==> src/slpd_pkg.sv <==
// Package of shared types and codes for the session length-prefix deframer.
`default_nettype none
package slpd_pkg;

  // Input opcodes.
  localparam logic [2:0] OP_NEW_CONN   = 3'd0;
  localparam logic [2:0] OP_CONNECTING = 3'd1;
  localparam logic [2:0] OP_CONNECTED  = 3'd2;
  localparam logic [2:0] OP_READ       = 3'd3;
  localparam logic [2:0] OP_EOS        = 3'd4;
  localparam logic [2:0] OP_ERROR      = 3'd5;

  // Result kinds.
  localparam logic [2:0] K_ACCEPT   = 3'd0;
  localparam logic [2:0] K_PAYLOAD  = 3'd1;
  localparam logic [2:0] K_EMPTY    = 3'd2;
  localparam logic [2:0] K_OVERSIZE = 3'd3;
  localparam logic [2:0] K_CLOSED   = 3'd4;
  localparam logic [2:0] K_REJECT   = 3'd5;

  // Session phases.
  localparam logic [1:0] PH_IDLE       = 2'd0;
  localparam logic [1:0] PH_CONNECTING = 2'd1;
  localparam logic [1:0] PH_HEADER     = 2'd2;
  localparam logic [1:0] PH_DATA       = 2'd3;

  // Command classes produced by the front end.
  localparam logic [2:0] CL_OPEN_HDR  = 3'd0;
  localparam logic [2:0] CL_OPEN_CONN = 3'd1;
  localparam logic [2:0] CL_CONNECTED = 3'd2;
  localparam logic [2:0] CL_READ      = 3'd3;
  localparam logic [2:0] CL_CLOSE     = 3'd4;
  localparam logic [2:0] CL_REJECT    = 3'd5;

  localparam logic [63:0] TAG_FREE     = 64'hFFFF_FFFF_FFFF_FFFF;
  localparam logic [2:0]  HDR_LAST     = 3'd7;
  localparam logic [31:0] LIMIT_RESET  = 32'd67108864;

  typedef struct packed {
    logic [2:0]         opcode;
    logic [5:0]         conn_index;
    logic signed [63:0] conn_mask;
    logic [7:0]         data_byte;
  } in_t;

  typedef struct packed {
    logic [2:0]         kind;
    logic [5:0]         out_conn_index;
    logic signed [63:0] out_mask;
    logic [31:0]        request_id;
    logic [7:0]         payload_byte;
    logic               last_of_frame;
    logic [31:0]        frame_length;
  } out_t;

  // Classified command passed through the queue.
  typedef struct packed {
    logic [2:0]  cls;
    logic        in_range;
    logic [5:0]  idx;
    logic [63:0] mask;
    logic [7:0]  data;
  } cmd_t;

  // One session table entry.
  typedef struct packed {
    logic [1:0]  phase;
    logic [63:0] tag;
    logic [2:0]  hdr;
    logic [31:0] size;
    logic [31:0] req;
    logic [31:0] rem;
  } ent_t;

  localparam ent_t ENT_RESET = '{phase: PH_IDLE, tag: TAG_FREE, hdr: 3'd0,
                                 size: 32'd0, req: 32'd0, rem: 32'd0};

endpackage
`default_nettype wire

==> src/slpd_queue.sv <==
// Two-entry command queue between the front and back ends.
`default_nettype none
module slpd_queue (
  input  wire             clk,
  input  wire             rst,
  input  wire             push,
  input  slpd_pkg::cmd_t  push_cmd,
  input  wire             pop,
  output logic            q_valid,
  output logic            q_full,
  output slpd_pkg::cmd_t  head
);
  import slpd_pkg::*;

  cmd_t       slots [2];
  logic       wr_ptr;
  logic       rd_ptr;
  logic [1:0] count;

  assign q_valid = (count != 2'd0);
  assign q_full  = (count == 2'd2);
  assign head    = slots[rd_ptr];

  // Pointer and fill count.
  always_ff @(posedge clk) begin
    if (rst) begin
      wr_ptr <= 1'b0;
      rd_ptr <= 1'b0;
      count  <= 2'd0;
    end else begin
      if (push) wr_ptr <= !wr_ptr;
      if (pop)  rd_ptr <= !rd_ptr;
      if (push && !pop)      count <= count + 2'd1;
      else if (pop && !push) count <= count - 2'd1;
    end
  end

  // Storage.
  always_ff @(posedge clk) begin
    if (push) slots[wr_ptr] <= push_cmd;
  end

endmodule
`default_nettype wire

==> config.mk <==
export PLATFORM = sky130hd
export DESIGN_NAME = slpd_queue
export DESIGN_NICKNAME = d
export VERILOG_FILES = /design/src/slpd_pkg.sv /design/src/slpd_queue.sv
export SDC_FILE = /design/constraint.sdc
export NUM_CORES = 1
export LEC_CHECK = 0
export BUFFER_PORTS_ARGS = -buffer_cell sky130_fd_sc_hd__buf_2
export CORE_ASPECT_RATIO = 1.25
export CORE_MARGIN = 3
export CORE_UTILIZATION = 28
export CTS_BUF_LIST = sky130_fd_sc_hd__clkbuf_2 sky130_fd_sc_hd__clkbuf_4 sky130_fd_sc_hd__clkbuf_8
export DETAILED_ROUTE_END_ITERATION = 10
export GPL_ROUTABILITY_DRIVEN = 0
export PLACE_DENSITY = 0.56
export SLEW_MARGIN = 20
export SYNTH_ARGS = -nofsm -noshare
export SYNTH_HDL_FRONTEND = slang
export SYNTH_SLANG_ARGS = --single-unit
==> constraint.sdc <==
create_clock -name clk -period 4.7 [get_ports clk]
set_input_delay 0.94 -clock clk [delete_from_list [all_inputs] [get_ports clk]]
set_output_delay 0.94 -clock clk [all_outputs]
set_load 0.02 [all_outputs]
==> flow_results.org, run 1 <==
** Global route
- The first global-routing pass estimated roughly 18 mm of wire.
- Number of global-route vias before repair :: approximately 3400
- Number of antenna violations at the first check in global routing :: 0
- Largest net degree at the start of global routing :: a little over 80
- Global routing used about a tenth of the available tracks across all layers.
- After global routing the overflow that remains totals 0.

** Final layout
- The net count of the finished layout is ~550.
- Antenna fix cells :: 0
- Share of the core filled with cells :: 35.88%
- Compared with the post-synthesis result, the final layout area differs by 25.59%.
- Layout cells sized above 1 :: about three fifths
- The library cell used most frequently in the layout, excluding fill and tap cells, is sky130_fd_sc_hd__buf_2.
- The top cell types in the final layout, fill and taps aside, are 169 x sky130_fd_sc_hd__buf_2, 164 x sky130_fd_sc_hd__edfxtp_1, 82 x sky130_fd_sc_hd__mux2_2.

** Placement
- Port buffering added between 150 and 200 buffers.
- Dpl hpwl :: around 7.8 mm

** Floorplan
- I/O Pins :: 170
- Measured along the x axis, the die boundary spans ~140 um.
- Core footprint :: about 22000 um^2
- For this configuration, the core starts out at a cell density of between 20 and 30%.
- Vertical extent of the die :: roughly 170 um
- Row Count :: 60
- The die covers 23810 um^2.

** STA
- Setup repair after global routing missed its margin :: false
- Period utilization :: between 60 and 70%
- For this run, the top clock speed supported by timing is 0.3321 GHz.
- Worst Skew :: slightly below 0.01 ns
- Min cycle time layout :: around 3 ns
- Hold timing on the final database bottoms out at a slack of roughly 0.5 ns.
- Setup violations remaining at the end of the flow were counted as 0.
- Setup TNS :: 0 ns
- The total count of max-transition violations in the final report is 0.
- Rel. slew slack :: just over 50%
- Transition at the pin with the smallest max-transition slack :: ~0.73 ns
- The final number of hold-violating endpoints was 0.

** Min path
- The path class of the tightest hold or removal check is reg2reg.
- Counting instances, the worst hold path has a depth of 2.
- For hold timing, the worst endpoint is count[1]$_SDFFE_PP0P_.
- In this run the most critical hold path is launched from count[1]$_SDFFE_PP0P_.

** Synth
- Number of warnings reported in the yosys synthesis log :: 0
- Synthesis produced approximately 280 cells.
- Dividing the synthesized area by the synthesized cell count gives 22.22 um^2.
- In this run, synthesis produced a sequential element count of roughly 170.
- Part of the Yosys area used for sequential elements :: around four fifths
- Net count of the mapped netlist :: 364
- Netlist cell types :: 17
- Total standard cell area after synthesis :: a little over 6000 um^2

** Critical path
- Slowest cell on the critical path :: sky130_fd_sc_hd__dfxtp_4
- STA classifies the critical path endpoint as a primary output.
- Data on the critical path is required at its endpoint by 3.76 ns.
- The setup check on the worst reg-to-reg path leaves a slack of between 2 and 3 ns.
- Worst r2r src :: wr_ptr$_SDFFE_PP0P_
- STA classifies the critical path startpoint as a register.
- Destination of the worst register-to-register timing path :: slots[0][52]$_DFFE_PP_
- For this run, the slowest stage of the critical path takes about 0.78 ns.
- Critical path class :: reg2out
- Along the worst path, the maximum fanout reaches 50.
- Counting cells, the worst reg-to-reg path comes to 2.
- Traced cell by cell, the critical path runs through buf_12, mux2_2, buf_2.
- Data on the critical path arrives at its endpoint at between 2 and 2.5 ns.

** Power and ir drop
- Sequential share of power :: 55.9%
- Internal power comes to ~2400 uW.
- Clock network fraction of design power :: a little under a third
- Switching fraction of total power :: between 20% and 30%
- Worst IR drop on VDD :: roughly 0.16 mV
- Summed over all cells, the static leakage comes to ~0.0028 uW.
- Combinational group share of total power :: 12.8%
- Switching power total :: between 700 and 800 uW
- Total power density per cell area :: just over 400 nW/um^2

** Clock network
- Post-CTS repair timing setup buffer count :: 0
- TritonCTS built the clock tree.
- Hold_buf cts :: 0
- The tree built by TritonCTS fans out to approximately 170 sinks.
- # resized after CTS :: 0
- The later pin in the worst-skew pair is clocked with a latency of about 0.44 ns.
- Maximum count of clock buffers along a single path :: 2
- H-Tree Depth :: 4
- Number of CTS-inserted buffers :: 17
- Cell at the root of the clock tree :: sky130_fd_sc_hd__clkbuf_8
- Clock-pin slew was measured on the worst setup and hold paths at 0.08 ns.

** Routing
- In this run, the number of DRC markers left after iteration 0 of detailed routing was 75.
- WL final :: between 10 and 15 mm
- Detailed-route wire length per cell :: 15.75 um
- Residual DRC :: 0
- Once detail routing completed, the nets flagged for antenna violations numbered 0.
- The first TritonRoute pass finished after 4 iterations.
- Via-per-instance ratio :: 4.163
- Via total after detailed routing :: 3122

** Run
- Max-cap violations in this run came to 0.

** Status
- Status :: completed
==> worst max-delay path, delay by kind of cell, from the launching register on <==
family	cells	cell delay [ns]
muxes	1	0.38
DFF	1	0.78
buffers and inverters	2	0.45
==> sequential cells by signal (all words and copies together), names as in the netlist, named ones only <==
name,flops
count,2
rd_ptr,1
wr_ptr,1
slots,164
==> area by class of cell <==
| cell class | instances | area [um^2] |
|---|---|---|
| clock buffers | 18 | 241.5 |
| clock inverters | 12 | 142.6 |
| fillers | 2055 | 13810 |
| inverters | 1 | 3.754 |
| multi-input cells | 98 | 1040 |
| flip-flops and latches | 169 | 5029 |
| well taps | 279 | 349.1 |
| repair buffers | 173 | 925.9 |
==> worst max path at each step <==
stage	from	endpoint	slack [ns]
2_1_floorplan	push	slots[0][0]$_DFFE_PP_	1.18
3_3_place_gp	register	head[26]	2.00
3_5_place_dp	register	head[26]	1.97
4_1_cts	register	head[26]	1.46
5_1_grt	register	head[26]	1.52
6_report	register	head[0]	1.69
==> cells in the mapped netlist <==
library cell                 n  share of area [%]
sky130_fd_sc_hd__edfxtp_1  164                 80
sky130_fd_sc_hd__mux2_2     82                 15
sky130_fd_sc_hd__buf_6       8                1.5
sky130_fd_sc_hd__dfxtp_1     5                1.6
sky130_fd_sc_hd__nor2_1      4               0.24
sky130_fd_sc_hd__xnor2_1     2               0.28
sky130_fd_sc_hd__xor2_1      2               0.28
sky130_fd_sc_hd__a21oi_1     1              0.081
sky130_fd_sc_hd__and2_1      1               0.10
sky130_fd_sc_hd__and2b_2     1               0.14
sky130_fd_sc_hd__buf_4       1               0.12
sky130_fd_sc_hd__ha_1        1               0.20
sky130_fd_sc_hd__inv_1       1              0.061
sky130_fd_sc_hd__nor2b_1     1               0.10
sky130_fd_sc_hd__o21ai_0     1              0.081
sky130_fd_sc_hd__or2_2       1               0.10
sky130_fd_sc_hd__or3_1       1               0.10
==> power groups by stage <==
stage / logic (uW) / registers (uW) / clock network [uW]
after floorplan: 281 / 1810 / 0
after global placement: 396 / 1840 / 0
after detailed placement: 408 / 1840 / 0
after CTS: 410 / 1810 / 1060
after global routing: 446 / 1800 / 1120
final: 412 / 1790 / 1000
==> stage by stage <==
step	cells	setup slack [ns]	area, um^2	total power (uW)
final	750	1.689	7731	3207
after detailed placement	719	1.966	7327	2250
after floorplan	277	1.181	6158	2090
after global routing	750	1.525	7731	3370
after CTS	749	1.455	7711	3279
after global placement	717	2.004	7287	2232
==> routing by layer <==
| metal | share of wire [%] | global-route usage [%] | up-vias |
|---|---|---|---|
| met2 | 53 | 17.93 | 101 |
| li1 | - | - | 1448 |
| met3 | 5.3 | 3.003 | 9 |
| met5 | 0 | 0 | - |
| met4 | 1.5 | 4.340 | 0 |
| met1 | 40 | 10.98 | 1564 |
==> cell families (layout without fill, tap and decap cells) <==
group	count (synthesis)	after routing	share of synthesized area [%]
DFF	169	169	81.63
and+or+nand+nor	9	9	0.7929
buffers and inverters	10	204	1.646
xor gates and xnor gates	4	4	0.5692
AOI/OAI and AO/OA	2	2	0.1624
muxes	82	82	15.00
adders and majority gates	1	1	0.2032
No activity file was read; power rests on OpenSTA's default activity.
==> run 2, diff against run 1 <==
Settings changed: PLACE_DENSITY 0.56 to 0.54.
Clock period 4.7 ns to 2.88 ns, I/O delays scaled along.
==> run 2 against run 1 <==
Net effect: cell count increased by 0.67%; sequential cell count is the same; highest routed layer unchanged; non-clock buffer count rose by 3; critical path type unchanged; worst hold slack worse by 0.18 ns; clock power is 75% higher; power grew 67%; global-route usage shrank 0.33 points.
==> flow_results.org, run 2 (synthesis results as in run 1) <==
** Status
- The run finished with clean final reports.

** Critical path
- The worst register-to-register path begins at wr_ptr$_SDFFE_PP0P_.
- Critical path arrival :: 1.89 ns (-0.18 ns)
- Critical path class :: reg2out
- Destination of the worst register-to-register timing path :: slots[1][6]$_DFFE_PP_
- The minimum setup slack among reg-to-reg paths was 1.41 ns (-1.56 ns).
- The maximum net fanout on the critical path is 26 (-48%).
- Required time of the critical path :: 2.30 ns (-1.46 ns)
- The logic depth of the worst register-to-register path came to 2 (unchanged).
- Category of the worst setup path launch point :: register
- The worst setup path is captured at a primary output.

** STA
- Transition at the pin with the smallest max-transition slack :: 0.6429 ns (-0.08870 ns)
- Setup repair after global routing left no endpoint under its margin.
- Final Setup Violations :: 0 (unchanged)
- Maximum frequency from static timing analysis :: 0.4052 GHz
- The clock period could shrink to around 2.5 ns.
- The aggregate negative setup slack is 0 ns (unchanged).
- Number of pins with negative max-slew slack in the final report :: 0 (unchanged)
- Worst Skew :: 0.01088 ns (+0.001048 ns)
- The final number of hold-violating endpoints is 0 (unchanged).
- The worst slew slack as a fraction of its limit came to 57.14% (+6.0 points).
- Period utilization :: 85.68%

** Floorplan
- The overall die area is 23810 um^2 (unchanged).
- Initial core utilization :: 28.57% (unchanged)
- Row Count :: 60 (unchanged)
- Core footprint :: 21550 um^2 (unchanged)
- I/O Pins :: 170 (unchanged)
- Die Span X :: 138.6 um (unchanged)
- The die boundary height was 171.8 um (unchanged).

** Routing
- WL final :: 11.64 mm (-1.5%)
- Antenna-violating nets left :: 0 (unchanged)
- Residual DRC :: 0 (unchanged)
- The wire length per cell came to 15.42 um (-2.1%).
- The initial detailed-routing violation count came to 106 (+41%).
- Via-per-instance ratio :: 4.122 (-0.98%)
- Via total after detailed routing :: 3112 (-0.32%)
- Detailed Routing Iterations Pass 1 :: 4 (unchanged)

** Clock network
- Cell at the root of the clock tree :: sky130_fd_sc_hd__clkbuf_8
- # resized after CTS :: 0 (unchanged)
- The clock sink count was 169 (unchanged).
- The maximum buffer depth of the clock tree is 2 (unchanged).
- CTS tree :: done
- The clock latency of the later-clocked register in the worst-skew pair is 0.43 ns (about the same).
- The clock-pin slew reported for the worst setup and hold paths after clock tree synthesis came to 0.09 ns (about the same).
- The number of hold buffers added after CTS came to 0 (unchanged).
- The H-tree depth is 4 (unchanged).
- The number of buffers inserted by post-CTS setup repair was 0 (unchanged).
- Number of CTS-inserted buffers :: 17 (unchanged)

** Power and ir drop
- Clock network fraction of design power :: 32.8% (+1.5 points)
- Total power density per cell area :: 688.3 nW/um^2 (+66%)
- The combinational cell fraction of total power was 12.7% (about the same).
- The portion of total power attributed to sequential cells came to 54.5% (-1.4 points).
- The maximum ir drop on the vdd rail was 0.2605 mV (+59%).
- Power Internal :: 4045 uW (+68%)
- The post-layout total power is 5345 uW (+67%).
- Pleak :: 0.002860 uW (+0.96%)
- The net switching power of the design is 1299 uW (+63%).
- The share of total power consumed by net switching was 24.31% (-0.61 points).

** Final layout
- Leaving out fill and tap cells, the most frequent cell in the layout is sky130_fd_sc_hd__buf_2.
- The largest registers in the layout are slots x164, count x2.
- The number of nets at the end of the flow came to 550 (+0.55%).
- Most used cells in the layout excluding fill and tap cells :: 169 x sky130_fd_sc_hd__buf_2, 164 x sky130_fd_sc_hd__edfxtp_1, 82 x sky130_fd_sc_hd__mux2_2
- The diode insertion count for antenna repair came to 0 (unchanged).
- slots holds more flip-flops than any other register.
- Post-layout instance count excluding filler cells :: 755 (+0.67%)
- Area Overhead vs Synth :: 26.14%
- The flip-flop count of the largest register after layout is 164 (unchanged).
- The share of cells above drive strength 1 is 61.97% (+0.40 points).

** Global route
- Overflow after GRT :: 0 (unchanged)
- Number of antenna violations at the first check in global routing :: 0 (unchanged)
- The wire length of the first global-routing pass is 17.64 mm (-2.6%).
- The global routing usage summed across all routing layers is 9.633% (-0.33 points).
- The number of global-route vias before repair was 3421 (+0.35%).
- The largest net degree at the start of global routing was 47 (-43%).

** Placement
- Count of input and output buffers :: 169 (unchanged)
- The post-placement cell count came to 723 (+0.56%).
- Dpl hpwl :: 7.949 mm (+1.7%)

** Min path
- Startpoint of the most critical hold path :: push_cmd[24]
- Cell depth of the worst hold path :: 1 (-1)
- The path with the worst hold slack has its endpoint at slots[1][24]$_DFFE_PP_.
- The tightest min-delay check is of the in2reg type.

** Run
- The number of maximum-capacitance constraint violations is 0 (unchanged).
[run 2: how the worst max path moves through the flow]
stage | from | endpoint | slack [ns] | depth (start not counted)
2_1_floorplan | push | slots[0][0]$_DFFE_PP_ | 0.63 | 1
3_3_place_gp | register | head[34] | 0.85 | 3
3_5_place_dp | register | head[45] | 0.83 | 3
4_1_cts | register | head[45] | 0.32 | 3
5_1_grt | register | head[45] | 0.27 | 3
6_report | register | head[45] | 0.41 | 3
[run 2: power by group through the flow]
stage                     logic (uW)  registers [uW]  clock network, uW
after floorplan                  459            2950                  0
after global placement           683            2970                  0
after detailed placement         694            2980                  0
after CTS                        697            2920               1830
after global routing             732            2930               1940
final                            678            2910               1750
[run 2: through the flow]
stage                     hold WS [ns]  cell area, um^2  utilization (%)  setup slack, ns
final                           0.3229             7765            36.04           0.4123
after global placement          0.4756             7345            34.09           0.8487
after CTS                       0.2672             7765            36.04           0.3244
after detailed placement        0.5012             7345            34.09           0.8289
after global routing            0.2598             7765            36.04           0.2718
after floorplan                 0.4564             6165                -           0.6332
[run 2: area by class of cell]
| class | instances | area (um^2) |
|---|---|---|
| fill | 2070 | 13780 |
| sequential | 169 | 5029 |
| multi-input combinational | 98 | 1040 |
| timing repair buffer | 176 | 923.4 |
| tap | 279 | 349.1 |
| clock buffer | 20 | 256.5 |
| clock inverter | 12 | 163.9 |
| inverter | 1 | 3.754 |
[run 2: critical path, cell delays in order, from the launching register on]
cell and delay, ns:
sky130_fd_sc_hd__dfxtp_4 0.62, sky130_fd_sc_hd__buf_4 0.31, sky130_fd_sc_hd__mux2_2 0.36, sky130_fd_sc_hd__buf_2 0.16
[run 2: metal layers]
metal  global-route usage, %  part of all wire (%)  vias to the layer above
li1                        -                     -                     1459
met1                   10.28                    38                     1546
met2                   17.10                    55                       99
met3                   3.810                   6.5                        8
met4                   4.085                   1.2                        0
met5                       0                     0                        -
==> run 3, diff against run 2 <==
Settings changed: CORE_ASPECT_RATIO 1.25 to 1.1.
==> run 3 against run 2 <==
Net effect: cell count grew 1.3%; power shrank 0.11%; routed wire length grew 4.5%; sequential cell count is the same; worst setup slack gained 0.072 ns; combinational power grew 4.1%; critical path type unchanged; critical endpoint is now head[18]; largest cell class unchanged.
==> flow_results.org, run 3 (synthesis results as in run 1) <==
** Status
- Status :: completed

** STA
- Rel. slew slack :: 60.49% (+3.3 points)
- Worst Skew :: 0.005349 ns (-0.005533 ns)
- The final number of hold-violating endpoints came to 0 (unchanged).
- Setup TNS :: 0 ns (unchanged)
- The total count of max-transition violations in the final report came to 0 (unchanged).
- Final Setup Violations :: 0 (unchanged)
- The time the final worst path needs with I/O delays and setup was 2.396 ns (-0.07171 ns).
- The share of the clock period used by the worst path was 83.19% (-2.5 points).
- The highest clock frequency the design can meet is 0.4174 GHz (+3.0%).
- Post-layout worst setup margin :: 0.4840 ns (+0.07171 ns)
- Setup repair after global routing missed its margin :: false
- Transition at the pin with the smallest max-transition slack :: 0.5914 ns (-0.05148 ns)

** Global route
- The met1 track utilization from global routing came to 11.65% (+1.4 points).
- Gr usage total :: 10.23% (+0.60 points)
- First-pass GRT wire length :: 18.59 mm (+5.4%)
- Overflow after GRT :: 0 (unchanged)
- The global routing stage identified its most utilized layer as met2.
- Met3 track demand over resource :: 3.816% (+0.0061 points)
- Number of global-route vias before repair :: 3534 (+3.3%)
- Number of antenna violations at the first check in global routing :: 1 (+1)
- Largest net degree at the start of global routing :: 46 (-2.1%)
- Grt met2 use :: 17.79% (+0.69 points)

** Routing
- WL final :: 12.16 mm (+4.5%)
- The total vias in the final route came to 3115 (+0.096%).
- Detailed Routing Iterations Pass 1 :: 4 (unchanged)
- The number of vias per cell came to 4.072 (-1.2%).
- Residual DRC :: 0 (unchanged)
- The wire length per cell was 15.89 um (+3.1%).
- Antenna-violating nets left :: 0 (unchanged)
- The initial detailed-routing violation count is 109 (+2.8%).

** Clock network
- Clock Pin Slew Worst Setup and Hold Paths :: 0.09 ns (about the same)
- The H-tree depth is 4 (unchanged).
- The number of buffers created by CTS came to 17 (unchanged).
- TritonCTS built the clock tree.
- The number of hold buffers added after CTS came to 0 (unchanged).
- The root buffer cell chosen for the clock tree is sky130_fd_sc_hd__clkbuf_8.
- Maximum count of clock buffers along a single path :: 2 (unchanged)
- The clock latency of the later-clocked register in the worst-skew pair was 0.43 ns (about the same).
- Sink Count :: 169 (unchanged)
- The number of buffers inserted by post-CTS setup repair is 0 (unchanged).
- # resized after CTS :: 0 (unchanged)

** Critical path
- The worst register-to-register path begins at wr_ptr$_SDFFE_PP0P_.
- The delay of the slowest cell on the worst path is 0.44 ns (-0.18 ns).
- The worst setup path is launched from a register.
- The logic depth of the worst register-to-register path came to 2 (unchanged).
- CP endpoint kind :: primary output
- The arrival time of the worst setup path was 1.82 ns (-0.07 ns).
- The maximum net fanout on the critical path is 37 (+42%).
- Cell breakdown of the critical path :: buf_4, mux2_2, buf_2
- Slowest cell on the critical path :: sky130_fd_sc_hd__buf_4
- The critical path is of the reg2out type.
- Required time of the critical path :: 2.30 ns (about the same)
- Destination of the worst register-to-register timing path :: slots[1][53]$_DFFE_PP_
- Slack of the worst reg-to-reg path :: 1.28 ns (-0.13 ns)

** Power and ir drop
- The clock share of power is 32.5% (-0.3 points).
- Pleak :: 0.002872 uW (+0.41%)
- The ratio of total power to cell area was 685.7 nW/um^2 (-0.39%).
- The share of total power consumed by net switching is 24.15% (-0.16 points).
- Sequential share of power :: 54.3% (-0.2 points)
- Worst IR drop on VDD :: 0.2473 mV (-5.1%)
- The post-layout total power was 5339 uW (-0.11%).
- The net switching power of the design came to 1289 uW (-0.78%).
- The combinational cell fraction of total power was 13.2% (+0.5 points).
- The internal power contribution is 4050 uW (+0.10%).

** Placement
- Worst setup slack after placement :: 0.9307 ns (+0.1018 ns)
- The post-placement cell area is 7376 um^2 (+0.43%).
- Dpl hpwl :: 8.114 mm (+2.1%)
- The number of input and output port buffers inserted was 169 (unchanged).

** Floorplan
- The row count is 56 (-6.7%).
- Initial core utilization :: 28.71% (+0.14 points)
- The placeable core region is 21440 um^2 (-0.49%).
- Die Footprint :: 23800 um^2 (about the same)
- I/O Pins :: 170 (unchanged)
- The floorplan die width came to 147.4 um (+6.3%).
- The die boundary height was 161.5 um (-6.0%).

** Final layout
- Layout fillers :: 2067 (-0.14%)
- Registers with the most flip-flops :: slots x164, count x2
- The area of all placed cells without fillers is 7786 um^2 (+0.27%).
- Antenna fix cells :: 0 (unchanged)
- Counting flops per register, the top entry is slots.
- In the layout the commonest cells are 169 x sky130_fd_sc_hd__buf_2, 164 x sky130_fd_sc_hd__edfxtp_1, 82 x sky130_fd_sc_hd__mux2_2.
- Compared with the post-synthesis result, the final layout area differs by 26.48%.
- The share of cells above drive strength 1 is 61.68% (-0.29 points).
- Flip-flop count of the largest register, all copies and words added :: 164 (unchanged)
- The number of nets at the end of the flow is 549 (-0.18%).
- Most common library cell in the layout ignoring fill and taps :: sky130_fd_sc_hd__buf_2

** Min path
- Worst-case hold path end point :: slots[0][63]$_DFFE_PP_
- The hold-critical path depth came to 1 (unchanged).
- Type of the worst min-delay path :: in2reg
- The startpoint identified for the worst hold timing path is push_cmd[63].

** Run
- Max-cap violations :: 0 (unchanged)
==> run 3: power by group through the flow <==
stage | clock network (uW) | registers [uW] | logic, uW
3_3_place_gp | 0 | 2950 | 713
2_1_floorplan | 0 | 2950 | 459
6_report | 1730 | 2900 | 706
3_5_place_dp | 0 | 2960 | 721
4_1_cts | 1810 | 2900 | 724
5_1_grt | 1910 | 2910 | 762
==> run 3: critical path, delay by kind of cell, from the launching register on <==
family | cells | cell delay, ns
buffers and inverters | 2 | 0.60
multiplexers | 1 | 0.40
flip-flops | 1 | 0.36
==> run 3: worst max-delay path by stage <==
stage,startpoint,slack [ns],cells after the start,end
4_1_cts,register,0.41,3,head[21]
3_3_place_gp,push,0.94,3,slots[1][63]$_DFFE_PP_
5_1_grt,register,0.34,3,head[41]
3_5_place_dp,push,0.93,3,slots[1][53]$_DFFE_PP_
2_1_floorplan,push,0.63,1,slots[0][0]$_DFFE_PP_
6_report,register,0.48,3,head[18]
==> run 3: cell type report <==
class | instances | area, um^2 | share of cell area (%)
Sequential cell | 169 | 5029 | 64.58
Multi-Input combinational cell | 98 | 1040 | 13.35
Timing Repair Buffer | 175 | 940.9 | 12.08
Inverter | 1 | 3.754 | 0.04821
Tap cell | 290 | 362.8 | 4.660
Clock inverter | 11 | 146.4 | 1.880
Clock buffer | 21 | 264.0 | 3.391
==> run 3: routing by layer <==
layer | wire length, um | part of all wire [%]
met2 | 6228 | 51
met1 | 5044 | 41
met5 | 7 | 0.058
met4 | 128 | 1.1
met3 | 751 | 6.2
==> run 3: stage by stage <==
step           hold WS (ns)  util, %  instances
3_3_place_gp         0.4749    34.40        733
6_report             0.3235    36.32        765
3_5_place_dp         0.4936    34.40        733
5_1_grt              0.2680    36.32        765
2_1_floorplan        0.4564        -        277
4_1_cts              0.2726    36.32        765
